$ cat src/rtl/core/nrm_pkg.sv
package nrm_pkg;

    localparam int ELEM_W = 24;
    localparam int NORM_W = 31;
    localparam int SQ_W   = 2 * ELEM_W;

    typedef enum logic [3:0] {
        S_LOAD,
        S_SQ,
        S_ACC,
        S_RGO,
        S_ROOT,
        S_RD,
        S_CALC,
        S_DIV,
        S_PUT
    } nrm_state_t;

    typedef enum logic [1:0] {
        MODE_ZERO,
        MODE_PASS,
        MODE_SCALE
    } nrm_mode_t;

    typedef enum logic [1:0] {
        DV_IDLE,
        DV_MUL,
        DV_INIT,
        DV_ITER
    } nrm_div_phase_t;

endpackage

$ cat src/rtl/core/vector_norm_limiter.sv
// Channel   Dir  Handshake                 Payload (low bit up)
// s_*       in   s_tvalid / s_tready       s_tdata: element_in[23:0]; s_tlast: last_in
// m_*       out  m_tvalid / m_tready       m_tdata: element_out[23:0]; m_tlast: last_out
// cfg_*     in   cfg_wr_en (no wait)       cfg_wr_data: norm_limit[30:0]
//
// Loading steps through store write, square multiply and accumulate per word.
// At vector end the norm comes from a bit-serial square root.
// Each result is then read through the store read port, and passes through
// the shift-subtract divider when the vector is scaled.
// Reset clears control, the sum and norm_limit; the element store is not cleared.
// The output register holds a result under m_tready low; the next vector
// may load while the last result of the previous one still waits.
module vector_norm_limiter
    import nrm_pkg::*;
#(
    parameter int MAX_ELEMENTS = 16
)
(
    input  logic              clk,
    input  logic              rst_n,
    input  logic              s_tvalid,
    output logic              s_tready,
    input  logic [23:0]       s_tdata,      // element_in[23:0]
    input  logic              s_tlast,      // last_in
    output logic              m_tvalid,
    input  logic              m_tready,
    output logic [23:0]       m_tdata,      // element_out[23:0]
    output logic              m_tlast,      // last_out
    input  logic              cfg_wr_en,
    input  logic [NORM_W-1:0] cfg_wr_data   // norm_limit[30:0]
);

    localparam int IDX_W  = (MAX_ELEMENTS > 1) ? $clog2(MAX_ELEMENTS) : 1;
    localparam int CNT_W  = $clog2(MAX_ELEMENTS + 1);
    // largest sum is MAX_ELEMENTS * 2^46
    localparam int SUM_W  = SQ_W - 1 + $clog2(MAX_ELEMENTS) + 1;
    localparam int ROOT_W = (SUM_W + 1) / 2;

    nrm_state_t          state_reg, state_next;
    nrm_mode_t           mode_reg, mode_next;
    logic [CNT_W-1:0]    count_reg, count_next;
    logic [IDX_W-1:0]    idx_reg, idx_next;
    logic [ELEM_W-1:0]   mag_reg, mag_next;
    logic                end_reg, end_next;
    logic [SQ_W-1:0]     sq_reg, sq_next;
    logic [SUM_W-1:0]    sum_reg, sum_next;
    logic [ROOT_W-1:0]   norm_reg, norm_next;
    logic [ELEM_W-1:0]   res_reg, res_next;
    logic [NORM_W-1:0]   norm_limit_reg;
    logic                out_valid_reg;
    logic [ELEM_W-1:0]   out_data_reg;
    logic                out_last_reg;

    logic                in_accept;
    logic                out_load;
    logic                is_last;
    logic                mem_re;
    logic [ELEM_W-1:0]   rd_data;
    logic                sqrt_start, sqrt_done;
    logic [ROOT_W-1:0]   sqrt_root;
    logic                div_start, div_done;
    logic [ELEM_W-1:0]   div_quot;

    assign s_tready  = (state_reg == S_LOAD);
    assign in_accept = s_tvalid && s_tready;
    assign is_last   = ((CNT_W'(idx_reg) + 1'b1) == count_reg);

    nrm_store #(
        .DEPTH (MAX_ELEMENTS)
    ) u_store (
        .clk   (clk),
        .we    (in_accept),
        .waddr (count_reg[IDX_W-1:0]),
        .wdata (s_tdata),
        .re    (mem_re),
        .raddr (idx_reg),
        .rdata (rd_data)
    );

    nrm_sqrt #(
        .ROOT_W (ROOT_W)
    ) u_sqrt (
        .clk     (clk),
        .rst_n   (rst_n),
        .start   (sqrt_start),
        .operand ((2*ROOT_W)'(sum_reg)),
        .done    (sqrt_done),
        .root    (sqrt_root)
    );

    nrm_div #(
        .ROOT_W (ROOT_W)
    ) u_div (
        .clk        (clk),
        .rst_n      (rst_n),
        .start      (div_start),
        .elem       (rd_data),
        .norm_limit (norm_limit_reg),
        .norm       (norm_reg),
        .done       (div_done),
        .quot       (div_quot)
    );

    always_comb
    begin
        state_next = state_reg;
        mode_next  = mode_reg;
        count_next = count_reg;
        idx_next   = idx_reg;
        mag_next   = mag_reg;
        end_next   = end_reg;
        sq_next    = sq_reg;
        sum_next   = sum_reg;
        norm_next  = norm_reg;
        res_next   = res_reg;
        mem_re     = 1'b0;
        sqrt_start = 1'b0;
        div_start  = 1'b0;
        out_load   = 1'b0;

        unique case (state_reg)
            S_LOAD:
            begin
                if (in_accept)
                begin
                    mag_next   = s_tdata[ELEM_W-1] ? (~s_tdata + 1'b1) : s_tdata;
                    // vector ends on a last mark or when the store is full
                    end_next   = s_tlast || (count_reg == CNT_W'(MAX_ELEMENTS - 1));
                    count_next = count_reg + 1'b1;
                    state_next = S_SQ;
                end
            end
            S_SQ:
            begin
                sq_next    = SQ_W'(mag_reg) * SQ_W'(mag_reg);
                state_next = S_ACC;
            end
            S_ACC:
            begin
                sum_next   = sum_reg + SUM_W'(sq_reg);
                state_next = end_reg ? S_RGO : S_LOAD;
            end
            S_RGO:
            begin
                sqrt_start = 1'b1;
                sum_next   = '0;
                state_next = S_ROOT;
            end
            S_ROOT:
            begin
                if (sqrt_done)
                begin
                    norm_next = sqrt_root;
                    if (norm_limit_reg == '0)
                    begin
                        mode_next = MODE_ZERO;
                    end
                    else if (32'(sqrt_root) <= 32'(norm_limit_reg))
                    begin
                        mode_next = MODE_PASS;
                    end
                    else
                    begin
                        mode_next = MODE_SCALE;
                    end
                    idx_next   = '0;
                    state_next = S_RD;
                end
            end
            S_RD:
            begin
                mem_re     = 1'b1;
                state_next = S_CALC;
            end
            S_CALC:
            begin
                unique case (mode_reg)
                    MODE_ZERO:
                    begin
                        res_next   = '0;
                        state_next = S_PUT;
                    end
                    MODE_PASS:
                    begin
                        res_next   = rd_data;
                        state_next = S_PUT;
                    end
                    default:
                    begin
                        div_start  = 1'b1;
                        state_next = S_DIV;
                    end
                endcase
            end
            S_DIV:
            begin
                if (div_done)
                begin
                    res_next   = div_quot;
                    state_next = S_PUT;
                end
            end
            S_PUT:
            begin
                if (!out_valid_reg || m_tready)
                begin
                    out_load = 1'b1;
                    if (is_last)
                    begin
                        count_next = '0;
                        state_next = S_LOAD;
                    end
                    else
                    begin
                        idx_next   = idx_reg + 1'b1;
                        state_next = S_RD;
                    end
                end
            end
            default:
            begin
                state_next = S_LOAD;
            end
        endcase
    end

    always_ff @(posedge clk or negedge rst_n)
    begin
        if (!rst_n)
        begin
            state_reg      <= S_LOAD;
            count_reg      <= '0;
            sum_reg        <= '0;
            norm_limit_reg <= '0;
            out_valid_reg  <= 1'b0;
        end
        else
        begin
            state_reg <= state_next;
            count_reg <= count_next;
            sum_reg   <= sum_next;
            if (cfg_wr_en)
            begin
                norm_limit_reg <= cfg_wr_data;
            end
            if (out_load)
            begin
                out_valid_reg <= 1'b1;
            end
            else if (m_tready)
            begin
                out_valid_reg <= 1'b0;
            end
        end
    end

    always_ff @(posedge clk)
    begin
        mode_reg <= mode_next;
        idx_reg  <= idx_next;
        mag_reg  <= mag_next;
        end_reg  <= end_next;
        sq_reg   <= sq_next;
        norm_reg <= norm_next;
        res_reg  <= res_next;
        if (out_load)
        begin
            out_data_reg <= res_reg;
            out_last_reg <= is_last;
        end
    end

    assign m_tvalid = out_valid_reg;
    assign m_tdata  = out_data_reg;
    assign m_tlast  = out_last_reg;

`ifndef SYNTHESIS
    a_count_bound : assert property (@(posedge clk) disable iff (!rst_n)
        count_reg <= CNT_W'(MAX_ELEMENTS))
        else $error("element count beyond store depth");
    a_no_overwrite : assert property (@(posedge clk) disable iff (!rst_n)
        out_load |-> (!out_valid_reg || m_tready))
        else $error("result overwritten before taken");
    a_last_returns : assert property (@(posedge clk) disable iff (!rst_n)
        (out_load && is_last) |=> (state_reg == S_LOAD && count_reg == '0))
        else $error("vector end did not return to load");
    a_idx_in_vector : assert property (@(posedge clk) disable iff (!rst_n)
        state_reg == S_RD |-> CNT_W'(idx_reg) < count_reg)
        else $error("read past loaded elements");
`endif

endmodule

$ cat src/rtl/core/nrm_store.sv
module nrm_store
    import nrm_pkg::*;
#(
    parameter int DEPTH = 16
)
(
    input  logic                                    clk,
    input  logic                                    we,
    input  logic [(DEPTH > 1 ? $clog2(DEPTH) : 1)-1:0] waddr,
    input  logic [ELEM_W-1:0]                       wdata,
    input  logic                                    re,
    input  logic [(DEPTH > 1 ? $clog2(DEPTH) : 1)-1:0] raddr,
    output logic [ELEM_W-1:0]                       rdata
);

    logic [ELEM_W-1:0] mem [DEPTH];
    logic [ELEM_W-1:0] rdata_reg;

    always_ff @(posedge clk)
    begin
        if (we)
        begin
            mem[waddr] <= wdata;
        end
        if (re)
        begin
            rdata_reg <= mem[raddr];
        end
    end

    assign rdata = rdata_reg;

endmodule

$ cat src/rtl/core/nrm_sqrt.sv
module nrm_sqrt
    import nrm_pkg::*;
#(
    parameter int ROOT_W = 27
)
(
    input  logic                  clk,
    input  logic                  rst_n,
    input  logic                  start,
    input  logic [2*ROOT_W-1:0]   operand,
    output logic                  done,
    output logic [ROOT_W-1:0]     root
);

    localparam int CW = $clog2(ROOT_W + 1);

    logic [2*ROOT_W-1:0] x_reg;
    logic [ROOT_W+1:0]   rem_reg;
    logic [ROOT_W-1:0]   root_reg;
    logic [CW-1:0]       cnt_reg;
    logic                busy_reg;
    logic                done_reg;

    logic [ROOT_W+1:0]   rem_sh;
    logic [ROOT_W+1:0]   trial;
    logic                fits;

    // one root bit per cycle, restoring
    assign rem_sh = {rem_reg[ROOT_W-1:0], x_reg[2*ROOT_W-1 -: 2]};
    assign trial  = {root_reg, 2'b01};
    assign fits   = (rem_sh >= trial);

    always_ff @(posedge clk or negedge rst_n)
    begin
        if (!rst_n)
        begin
            busy_reg <= 1'b0;
            done_reg <= 1'b0;
            cnt_reg  <= '0;
        end
        else
        begin
            done_reg <= 1'b0;
            if (start)
            begin
                busy_reg <= 1'b1;
                cnt_reg  <= CW'(ROOT_W);
            end
            else if (busy_reg)
            begin
                cnt_reg <= cnt_reg - 1'b1;
                if (cnt_reg == CW'(1))
                begin
                    busy_reg <= 1'b0;
                    done_reg <= 1'b1;
                end
            end
        end
    end

    always_ff @(posedge clk)
    begin
        if (start)
        begin
            x_reg    <= operand;
            rem_reg  <= '0;
            root_reg <= '0;
        end
        else if (busy_reg)
        begin
            x_reg    <= {x_reg[2*ROOT_W-3:0], 2'b00};
            rem_reg  <= fits ? (rem_sh - trial) : rem_sh;
            root_reg <= {root_reg[ROOT_W-2:0], fits};
        end
    end

    assign done = done_reg;
    assign root = root_reg;

`ifndef SYNTHESIS
    a_no_restart : assert property (@(posedge clk) disable iff (!rst_n)
        start |-> !busy_reg)
        else $error("root restarted while busy");
    a_done_after_busy : assert property (@(posedge clk) disable iff (!rst_n)
        done |-> $past(busy_reg))
        else $error("root done without work");
    a_count_range : assert property (@(posedge clk) disable iff (!rst_n)
        cnt_reg <= CW'(ROOT_W))
        else $error("root counter out of range");
`endif

endmodule

$ cat src/rtl/core/nrm_div.sv
module nrm_div
    import nrm_pkg::*;
#(
    parameter int ROOT_W = 27
)
(
    input  logic                     clk,
    input  logic                     rst_n,
    input  logic                     start,
    input  logic [ELEM_W-1:0]        elem,
    input  logic [NORM_W-1:0]        norm_limit,
    input  logic [ROOT_W-1:0]        norm,
    output logic                     done,
    output logic [ELEM_W-1:0]        quot
);

    localparam int PW = ELEM_W + NORM_W;
    localparam int CW = $clog2(ELEM_W + 1);

    nrm_div_phase_t    phase_reg;
    logic [CW-1:0]     cnt_reg;
    logic              done_reg;
    logic              neg_reg;
    logic [ELEM_W-1:0] mag_reg;
    logic [PW-1:0]     prod_reg;
    logic [ROOT_W:0]   rem_reg;
    logic [ELEM_W-1:0] low_reg;

    logic [ROOT_W:0]   rem_sh;
    logic              fits;

    // quotient < |elem| since norm > norm_limit, so ELEM_W quotient bits suffice
    assign rem_sh = {rem_reg[ROOT_W-1:0], low_reg[ELEM_W-1]};
    assign fits   = (rem_sh >= {1'b0, norm});

    always_ff @(posedge clk or negedge rst_n)
    begin
        if (!rst_n)
        begin
            phase_reg <= DV_IDLE;
            cnt_reg   <= '0;
            done_reg  <= 1'b0;
        end
        else
        begin
            done_reg <= 1'b0;
            unique case (phase_reg)
                DV_IDLE:
                begin
                    if (start)
                    begin
                        phase_reg <= DV_MUL;
                    end
                end
                DV_MUL:
                begin
                    phase_reg <= DV_INIT;
                end
                DV_INIT:
                begin
                    phase_reg <= DV_ITER;
                    cnt_reg   <= CW'(ELEM_W);
                end
                DV_ITER:
                begin
                    cnt_reg <= cnt_reg - 1'b1;
                    if (cnt_reg == CW'(1))
                    begin
                        phase_reg <= DV_IDLE;
                        done_reg  <= 1'b1;
                    end
                end
                default:
                begin
                    phase_reg <= DV_IDLE;
                end
            endcase
        end
    end

    always_ff @(posedge clk)
    begin
        if (start)
        begin
            neg_reg <= elem[ELEM_W-1];
            mag_reg <= elem[ELEM_W-1] ? (~elem + 1'b1) : elem;
        end
        if (phase_reg == DV_MUL)
        begin
            prod_reg <= PW'(mag_reg) * PW'(norm_limit);
        end
        if (phase_reg == DV_INIT)
        begin
            rem_reg <= {1'b0, prod_reg[ELEM_W +: ROOT_W]};
            low_reg <= prod_reg[ELEM_W-1:0];
        end
        else if (phase_reg == DV_ITER)
        begin
            rem_reg <= fits ? (rem_sh - {1'b0, norm}) : rem_sh;
            low_reg <= {low_reg[ELEM_W-2:0], fits};
        end
    end

    assign done = done_reg;
    assign quot = neg_reg ? (~low_reg + 1'b1) : low_reg;

`ifndef SYNTHESIS
    a_start_idle : assert property (@(posedge clk) disable iff (!rst_n)
        start |-> phase_reg == DV_IDLE)
        else $error("divide started while busy");
    a_done_from_iter : assert property (@(posedge clk) disable iff (!rst_n)
        done |-> $past(phase_reg) == DV_ITER)
        else $error("divide done out of sequence");
    a_rem_below_norm : assert property (@(posedge clk) disable iff (!rst_n)
        phase_reg == DV_ITER && cnt_reg != CW'(ELEM_W) |-> rem_reg < {1'b0, norm})
        else $error("divide remainder not reduced");
`endif

endmodule
$ cat config.mk
export PLATFORM = sky130hd
export DESIGN_NAME = vector_norm_limiter
export DESIGN_NICKNAME = d
export VERILOG_FILES = /design/src/rtl/core/nrm_pkg.sv /design/src/rtl/core/vector_norm_limiter.sv /design/src/rtl/core/nrm_store.sv /design/src/rtl/core/nrm_sqrt.sv /design/src/rtl/core/nrm_div.sv
export SDC_FILE = /design/constraint.sdc
export NUM_CORES = 2
export LEC_CHECK = 0
export ABC_AREA = 0
export BUFFER_PORTS_ARGS = -buffer_cell sky130_fd_sc_hd__buf_2
export CAP_MARGIN = 20
export CELL_PAD_IN_SITES_DETAIL_PLACEMENT = 1
export CELL_PAD_IN_SITES_GLOBAL_PLACEMENT = 1
export CORE_MARGIN = 2
export CORE_UTILIZATION = 53
export CTS_CLUSTER_SIZE = 28
export DETAILED_ROUTE_END_ITERATION = 6
export PLACE_DENSITY = 0.81
export RECOVER_POWER = 100
export SYNTH_ARGS = -nofsm -noshare
export SYNTH_HDL_FRONTEND = slang
export SYNTH_SLANG_ARGS = --single-unit
$ cat constraint.sdc
create_clock -name clk -period 8.3 [get_ports clk]
set_input_delay 1.245 -clock clk [delete_from_list [all_inputs] [get_ports clk]]
set_output_delay 1.245 -clock clk [all_outputs]
set_load 0.1 [all_outputs]
# [Word level (Yosys, flattened, before mapping)]
# Memories as Yosys holds them, arrays and structs flattened. A register that Yosys moved wholly into a read port is not among the register bits.
# Index checks and enable logic that the tools add are counted.
[op_classes] bitwise_logic=3 mul=2 n_addsub=11 reduce_logical=23 order_cmp=3 n_eq_ne=25 n_mux=56
[op_table] cell="26-bit two-way mux" n=4
[op_table] cell="52-bit two-way mux" n=2
[op_table] cell="52-bit case mux with 2 select lines" n=1
[op_table] cell="24-bit two-way mux" n=4
[op_table] cell="24-bit case mux with 2 select lines" n=2
[op_table] cell="24-bit by 1-bit adder with 24-bit output, second input constant" n=3
[op_table] cell="24-bit NOT" n=3
[op_table] cell="52-bit by 48-bit adder with 52-bit output" n=1
[op_table] cell="26-bit subtractor" n=2
[op_table] cell="24-bit by 31-bit multiplier with 50-bit output" n=1
[op_table] cell="24-bit by 24-bit multiplier with 48-bit output" n=1
[op_table] cell="23-bit two-way mux" n=2
[op_table] cell="4-bit case mux with 9 select lines" n=1
[op_table] cell="4-bit two-way mux" n=8
[op_table] cell="26-bit by 31-bit <= comparator with 1-bit output" n=1
[op_table] cell="31-bit zero test" n=1
[op_table] cell="28-bit >= comparator" n=1
[op_table] cell="27-bit by 26-bit >= comparator with 1-bit output" n=1
[op_table] cell="5-bit two-way mux" n=5
[op_table] cell="5-bit case mux with 2 select lines" n=2
[op_table] cell="1-bit two-way mux" n=18
[op_table] cell="4-bit by 3-bit == test with 1-bit output, second input constant" n=4
[op_table] cell="2-bit nonzero test" n=7
[op_table] cell="4-bit AND reduction" n=3
[op_table] cell="27 further kinds" n=45
[totals] output_inout_bits=27 ram_bits=384 reg_bits=491 mem_count=1 inputBits=61
[memory_table] name="u_store.mem" depth=16 width=24 rd=1 rd_clocked_by_memory_dff=1 write_ports=1 line="nrm_store.sv:16" source="logic [ELEM_W-1:0] mem [DEPTH];"

# [Longest topological paths before layout]
[depth] ltp_word=6 depth_mapped=29 depth_no_buf=28

# [By module]
# From an unflattened synthesis, not the netlist that was laid out.
[hier_totals] cells_unflattened=7415 area_unflattened_um2=80494.7
[modules_own_cells] module="nrm_div" area_each_um2=30205.2 seq_area_each_um2=3953.8 instances=1 cells_each=3184
[modules_own_cells] module="vector_norm_limiter" area_each_um2=29014.1 seq_area_each_um2=6921.6 instances=1 cells_each=3004
[modules_own_cells] module="nrm_store" area_each_um2=15170.8 seq_area_each_um2=12251.8 instances=1 cells_each=636
[modules_own_cells] module="nrm_sqrt" area_each_um2=6104.6 seq_area_each_um2=2777.7 instances=1 cells_each=591

# [Worst setup path before layout]
# Ideal clock, no wire load.
[synth_path] path_kind="register to register" startpoint="register norm_limit_reg[20]" endpoint="register u_div.prod_reg[43], data pin" path_buffers=1 path_stages_with_launch=26 slack_ns=1.185 t_arrival_ns=6.849 path_cell_list="dfrtp_1 clkbuf_1 nand2_1 fa_1 inv_1 fa_1 inv_1 fa_1 fa_1 inv_1 fa_1 fa_1 inv_1 fa_1 inv_1 ha_1 and4_1 and2_0 a221o_1 a2111o_1 a41o_1 a31oi_2 o311a_1 nand2b_1 o21ai_1 xor2_1"
[synth_via] elab_chain_len=1
[synth_rtl] item="start, declared" line="vector_norm_limiter.sv:49" source="logic [NORM_W-1:0] norm_limit_reg;"
[synth_rtl] item="start signal, assigned" line="vector_norm_limiter.sv:244" source="norm_limit_reg <= cfg_wr_data;"
[synth_rtl] item="24-bit by 31-bit multiplier with 50-bit output" line="nrm_div.sv:90" source="prod_reg <= PW'(mag_reg) * PW'(norm_limit);"
[synth_rtl] item="end signal, assigned" line="nrm_div.sv:90"
[synth_rtl] item="end, declared" line="nrm_div.sv:25" source="logic [PW-1:0] prod_reg;"
# No other way between the ends.
# A chain may end at the register's enable or synchronous reset.

# [Final worst setup path]
[layout_path] startpoint="register norm_limit_reg[8]" endpoint="register u_div.prod_reg[47], data pin"
# Same word-level chain as after synthesis.

==> impl_metrics.tcl <==
set metrics [dict create \
    status "finished with violations" \
    violations "max-capacitance violations, max-slew violations" \
    slowest_stage "dfrtp_1" \
    start_kind "flip-flop" \
    synth.distinct_cells 90 \
    synthTopCellsByArea "edfxtp_1, fa_1, ha_1, inv_1, nand2_1" \
    synth_edf_count 738 \
    worstHoldPathCells 0 \
    core_area_mm2 0.150 \
    timing.final.crit_share 0.967 \
    cts_hold_buffers 0 \
    hold_class "reg -> reg" \
    dp_hpwl_um 174000 \
    gr-total-overflow 0 \
    r2r_start "norm_limit_reg[8]$_DFFE_PN0P_" \
    placement.io_buffers 87 \
    path_class "reg -> reg" \
    cts_buffers 92 \
    die-area_mm2 0.153 \
    path_max_fanout 19 \
    cts_tree "yes" \
    yosysSeqAreaShare 0.325 \
    nFillCells 15923 \
    die_y_um 392 \
    vias 54739 \
    wl_per_cell_um 24.8 \
    final_common_cell "inv_1" \
    grt_pass1_vias 62023 \
    gp_congestion 0.893 \
    max_stage_delay_ns 0.88 \
    die_x_um 392 \
    routed_wl_um 234000 \
    firstDrtPassIters 5 \
    grt_start_max_net_pins 101 \
    syn_area_mm2 0.0797 \
    nNetsFinal 8908 \
    crit_required_ns 8.74 \
    worstPathCellList "nand2_1 -> fa_1 -> inv_1 -> fa_1 -> fa_1 -> fa_1 -> fa_1 -> fa_1 -> inv_1 -> fa_1 -> inv_1 -> ha_1 -> and4_1 -> and2_0 -> a221o_1 -> a2111o_1 -> a41o_1 -> a31oi_2 -> o311a_1 -> nand2b_1 -> o21ai_0 -> xor2_1" \
    async_reset_ff_frac 0.120 \
    start_util 0.533 \
    min_period_ns 8.03 \
    maxSlewViolCount 1230 \
    reg2reg_to "u_div.prod_reg[47]$_DFFE_PN_" \
    r2r_cells 22 \
    ctsHtreeMaxLevel 3 \
    clk_latency_ns 0.74 \
    rows 142 \
    area_growth_pct 7.24 \
    regArea_mm2 0.0259 \
    yosys_warnings 0 \
    crit_start "norm_limit_reg[8]$_DFFE_PN0P_" \
    arrival_ns 8.46 \
    clk_pin_slew_worst_paths_ns 0.06 \
    rsz0062_at_grt "no" \
    critPathCaptureType "flip-flop" \
    yosysTopAreaCellShare 0.278 \
    max_freq_ghz 0.125 \
    via_per_inst 5.81 \
    ys_ff_latch 898 \
    grt_usage 0.312 \
    finalHoldViolCount 0 \
    finalSetupViolations 0 \
    r2r_slack_ns 0.27 \
    hold_end "m_tdata[11]$_DFFE_PP_" \
    cts_root_buf "clkbuf_16" \
    yosysTopAreaCell "edfxtp_1" \
    multiInputGateArea_mm2 0.0473 \
    ys.flop_type "edfxtp_1" \
    clk_path_buf_depth 3 \
    io_pins 88 \
    worst_pin_slew_ns 3.87 \
    synth_cells 7302 \
    clock_sinks 898 \
    grt_pass1_wl_um 364000 \
    skew_ns 0.0524 \
    antenna_left 0 \
    dr.first_iter.drc_count 3712 \
    avgSynthCellArea_um2 10.9 \
    path_common_cell "fa_1" \
    mostFrequentLayoutCells "inv_1, fa_1, nand2_1, edfxtp_1, ha_1" \
    drive_gt1_frac 0.0642 \
    largest_register_ffs 384 \
    slew_headroom -1.58 \
    drc_errors 0 \
    drv_cap 37 \
    fin_tns_setup_ns 0 \
    antenna_found_initial 6 \
    synth_fp_nets 8888 \
    hp-start "res_reg[11]$_DFFE_PP_" \
]
synth_stat cells, types with 6 or more instances:
library cell and instances:
a31oi_1 17, nand4_1 28, inv_1 1397, mux2_2 53
o21ai_1 10, buf_1 13, and4_1 6, dfxtp_1 52
nand2b_1 40, o211ai_1 16, mux4_2 120, fa_1 1052
edfxtp_1 738, buf_2 8, and2_1 462, or3_1 22
a22o_1 38, nand2_1 877, nor2_1 192, a221o_1 8
xor2_1 90, a211oi_1 33, xnor2_1 180, o41ai_1 14
nor3_1 32, clkbuf_1 286, ha_1 473, o21bai_1 35
nor3b_1 6, or4_1 12, dfrtp_1 108, o21ai_0 212
nor2b_1 31, or2_2 8, a21oi_1 214, a21o_1 99
o21a_1 32, and3_1 15, mux2i_1 49, nor4_1 19
o31ai_1 26, nand3_1 71
per-layer routing:
layer	track usage	vias up	wire [um]
met4	0.147	8	11900
li1	-	23542	-
met1	0.384	28729	90200
met3	0.0422	625	12400
met5	0	-	54
met2	0.543	1835	119000
worst max-delay path: cells and delay by family, from the launching register on:
kind / cells / cell delay, ns
xor+xnor: 1 / 0.15
simple gates: 4 / 0.71
buf+inv: 3 / 0.18
fa+ha+maj: 8 / 4.04
compound gates: 6 / 1.73
flops: 1 / 0.88
cells by family (layout without fill, tap and decap cells):
family | after synthesis | count (layout) | synth area share
AOI/OAI and AO/OA | 838 | 838 | 0.0681
xor gates and xnor gates | 270 | 270 | 0.0297
adders and majority gates | 1525 | 1525 | 0.338
buffers and inverters | 1711 | 1807 | 0.0811
DFF | 898 | 898 | 0.325
muxes | 222 | 222 | 0.0476
other | 0 | 1 | 0
and+or+nand+nor | 1838 | 1838 | 0.110
stage by stage:
step | cell area (um2) | util | hold slack (ns) | setup slack [ns] | std cells
2_1_floorplan | 79700 | - | 0.400 | 1.19 | 7302
3_3_place_gp | 82700 | 0.553 | 0.405 | 0.365 | 9240
3_5_place_dp | 82700 | 0.553 | 0.406 | 0.345 | 9240
4_1_cts | 85800 | 0.573 | 0.404 | 0.272 | 9410
5_1_grt | 85500 | 0.571 | 0.420 | 0.0256 | 9415
6_report | 85500 | 0.571 | 0.415 | 0.272 | 9415
what timing repair did:
action	in CTS	in global routing
buffers inserted	0	4
endpoints found under the setup margin	0	5
gates resized for setup	0	1
worst max path at each step:
| stage | endpoint | slack (ns) | depth (start not counted) |
|---|---|---|---|
| 4_1_cts | u_div.prod_reg[48]$_DFFE_PN_ | 0.27 | 24 |
| 3_5_place_dp | u_div.prod_reg[48]$_DFFE_PN_ | 0.34 | 24 |
| 6_report | u_div.prod_reg[47]$_DFFE_PN_ | 0.27 | 22 |
| 2_1_floorplan | u_div.prod_reg[43]$_DFFE_PN_ | 1.19 | 25 |
| 3_3_place_gp | u_div.prod_reg[48]$_DFFE_PN_ | 0.36 | 25 |
| 5_1_grt | sq_reg[46]$_DFFE_PP_ | 0.03 | 24 |
layout make-up:
| cell class | instances | share of cell area |
|---|---|---|
| antenna | 1 | 0.0000293 |
| clock buffer | 120 | 0.0290 |
| clock inverter | 50 | 0.00758 |
| inverter | 1398 | 0.0614 |
| multi-input combinational | 4693 | 0.553 |
| sequential | 898 | 0.303 |
| tap | 2016 | 0.0295 |
| timing repair buffer | 239 | 0.0161 |
Power is not shown: default switching activity piles up to over one toggle a cycle in this logic, so the estimate is an artifact.
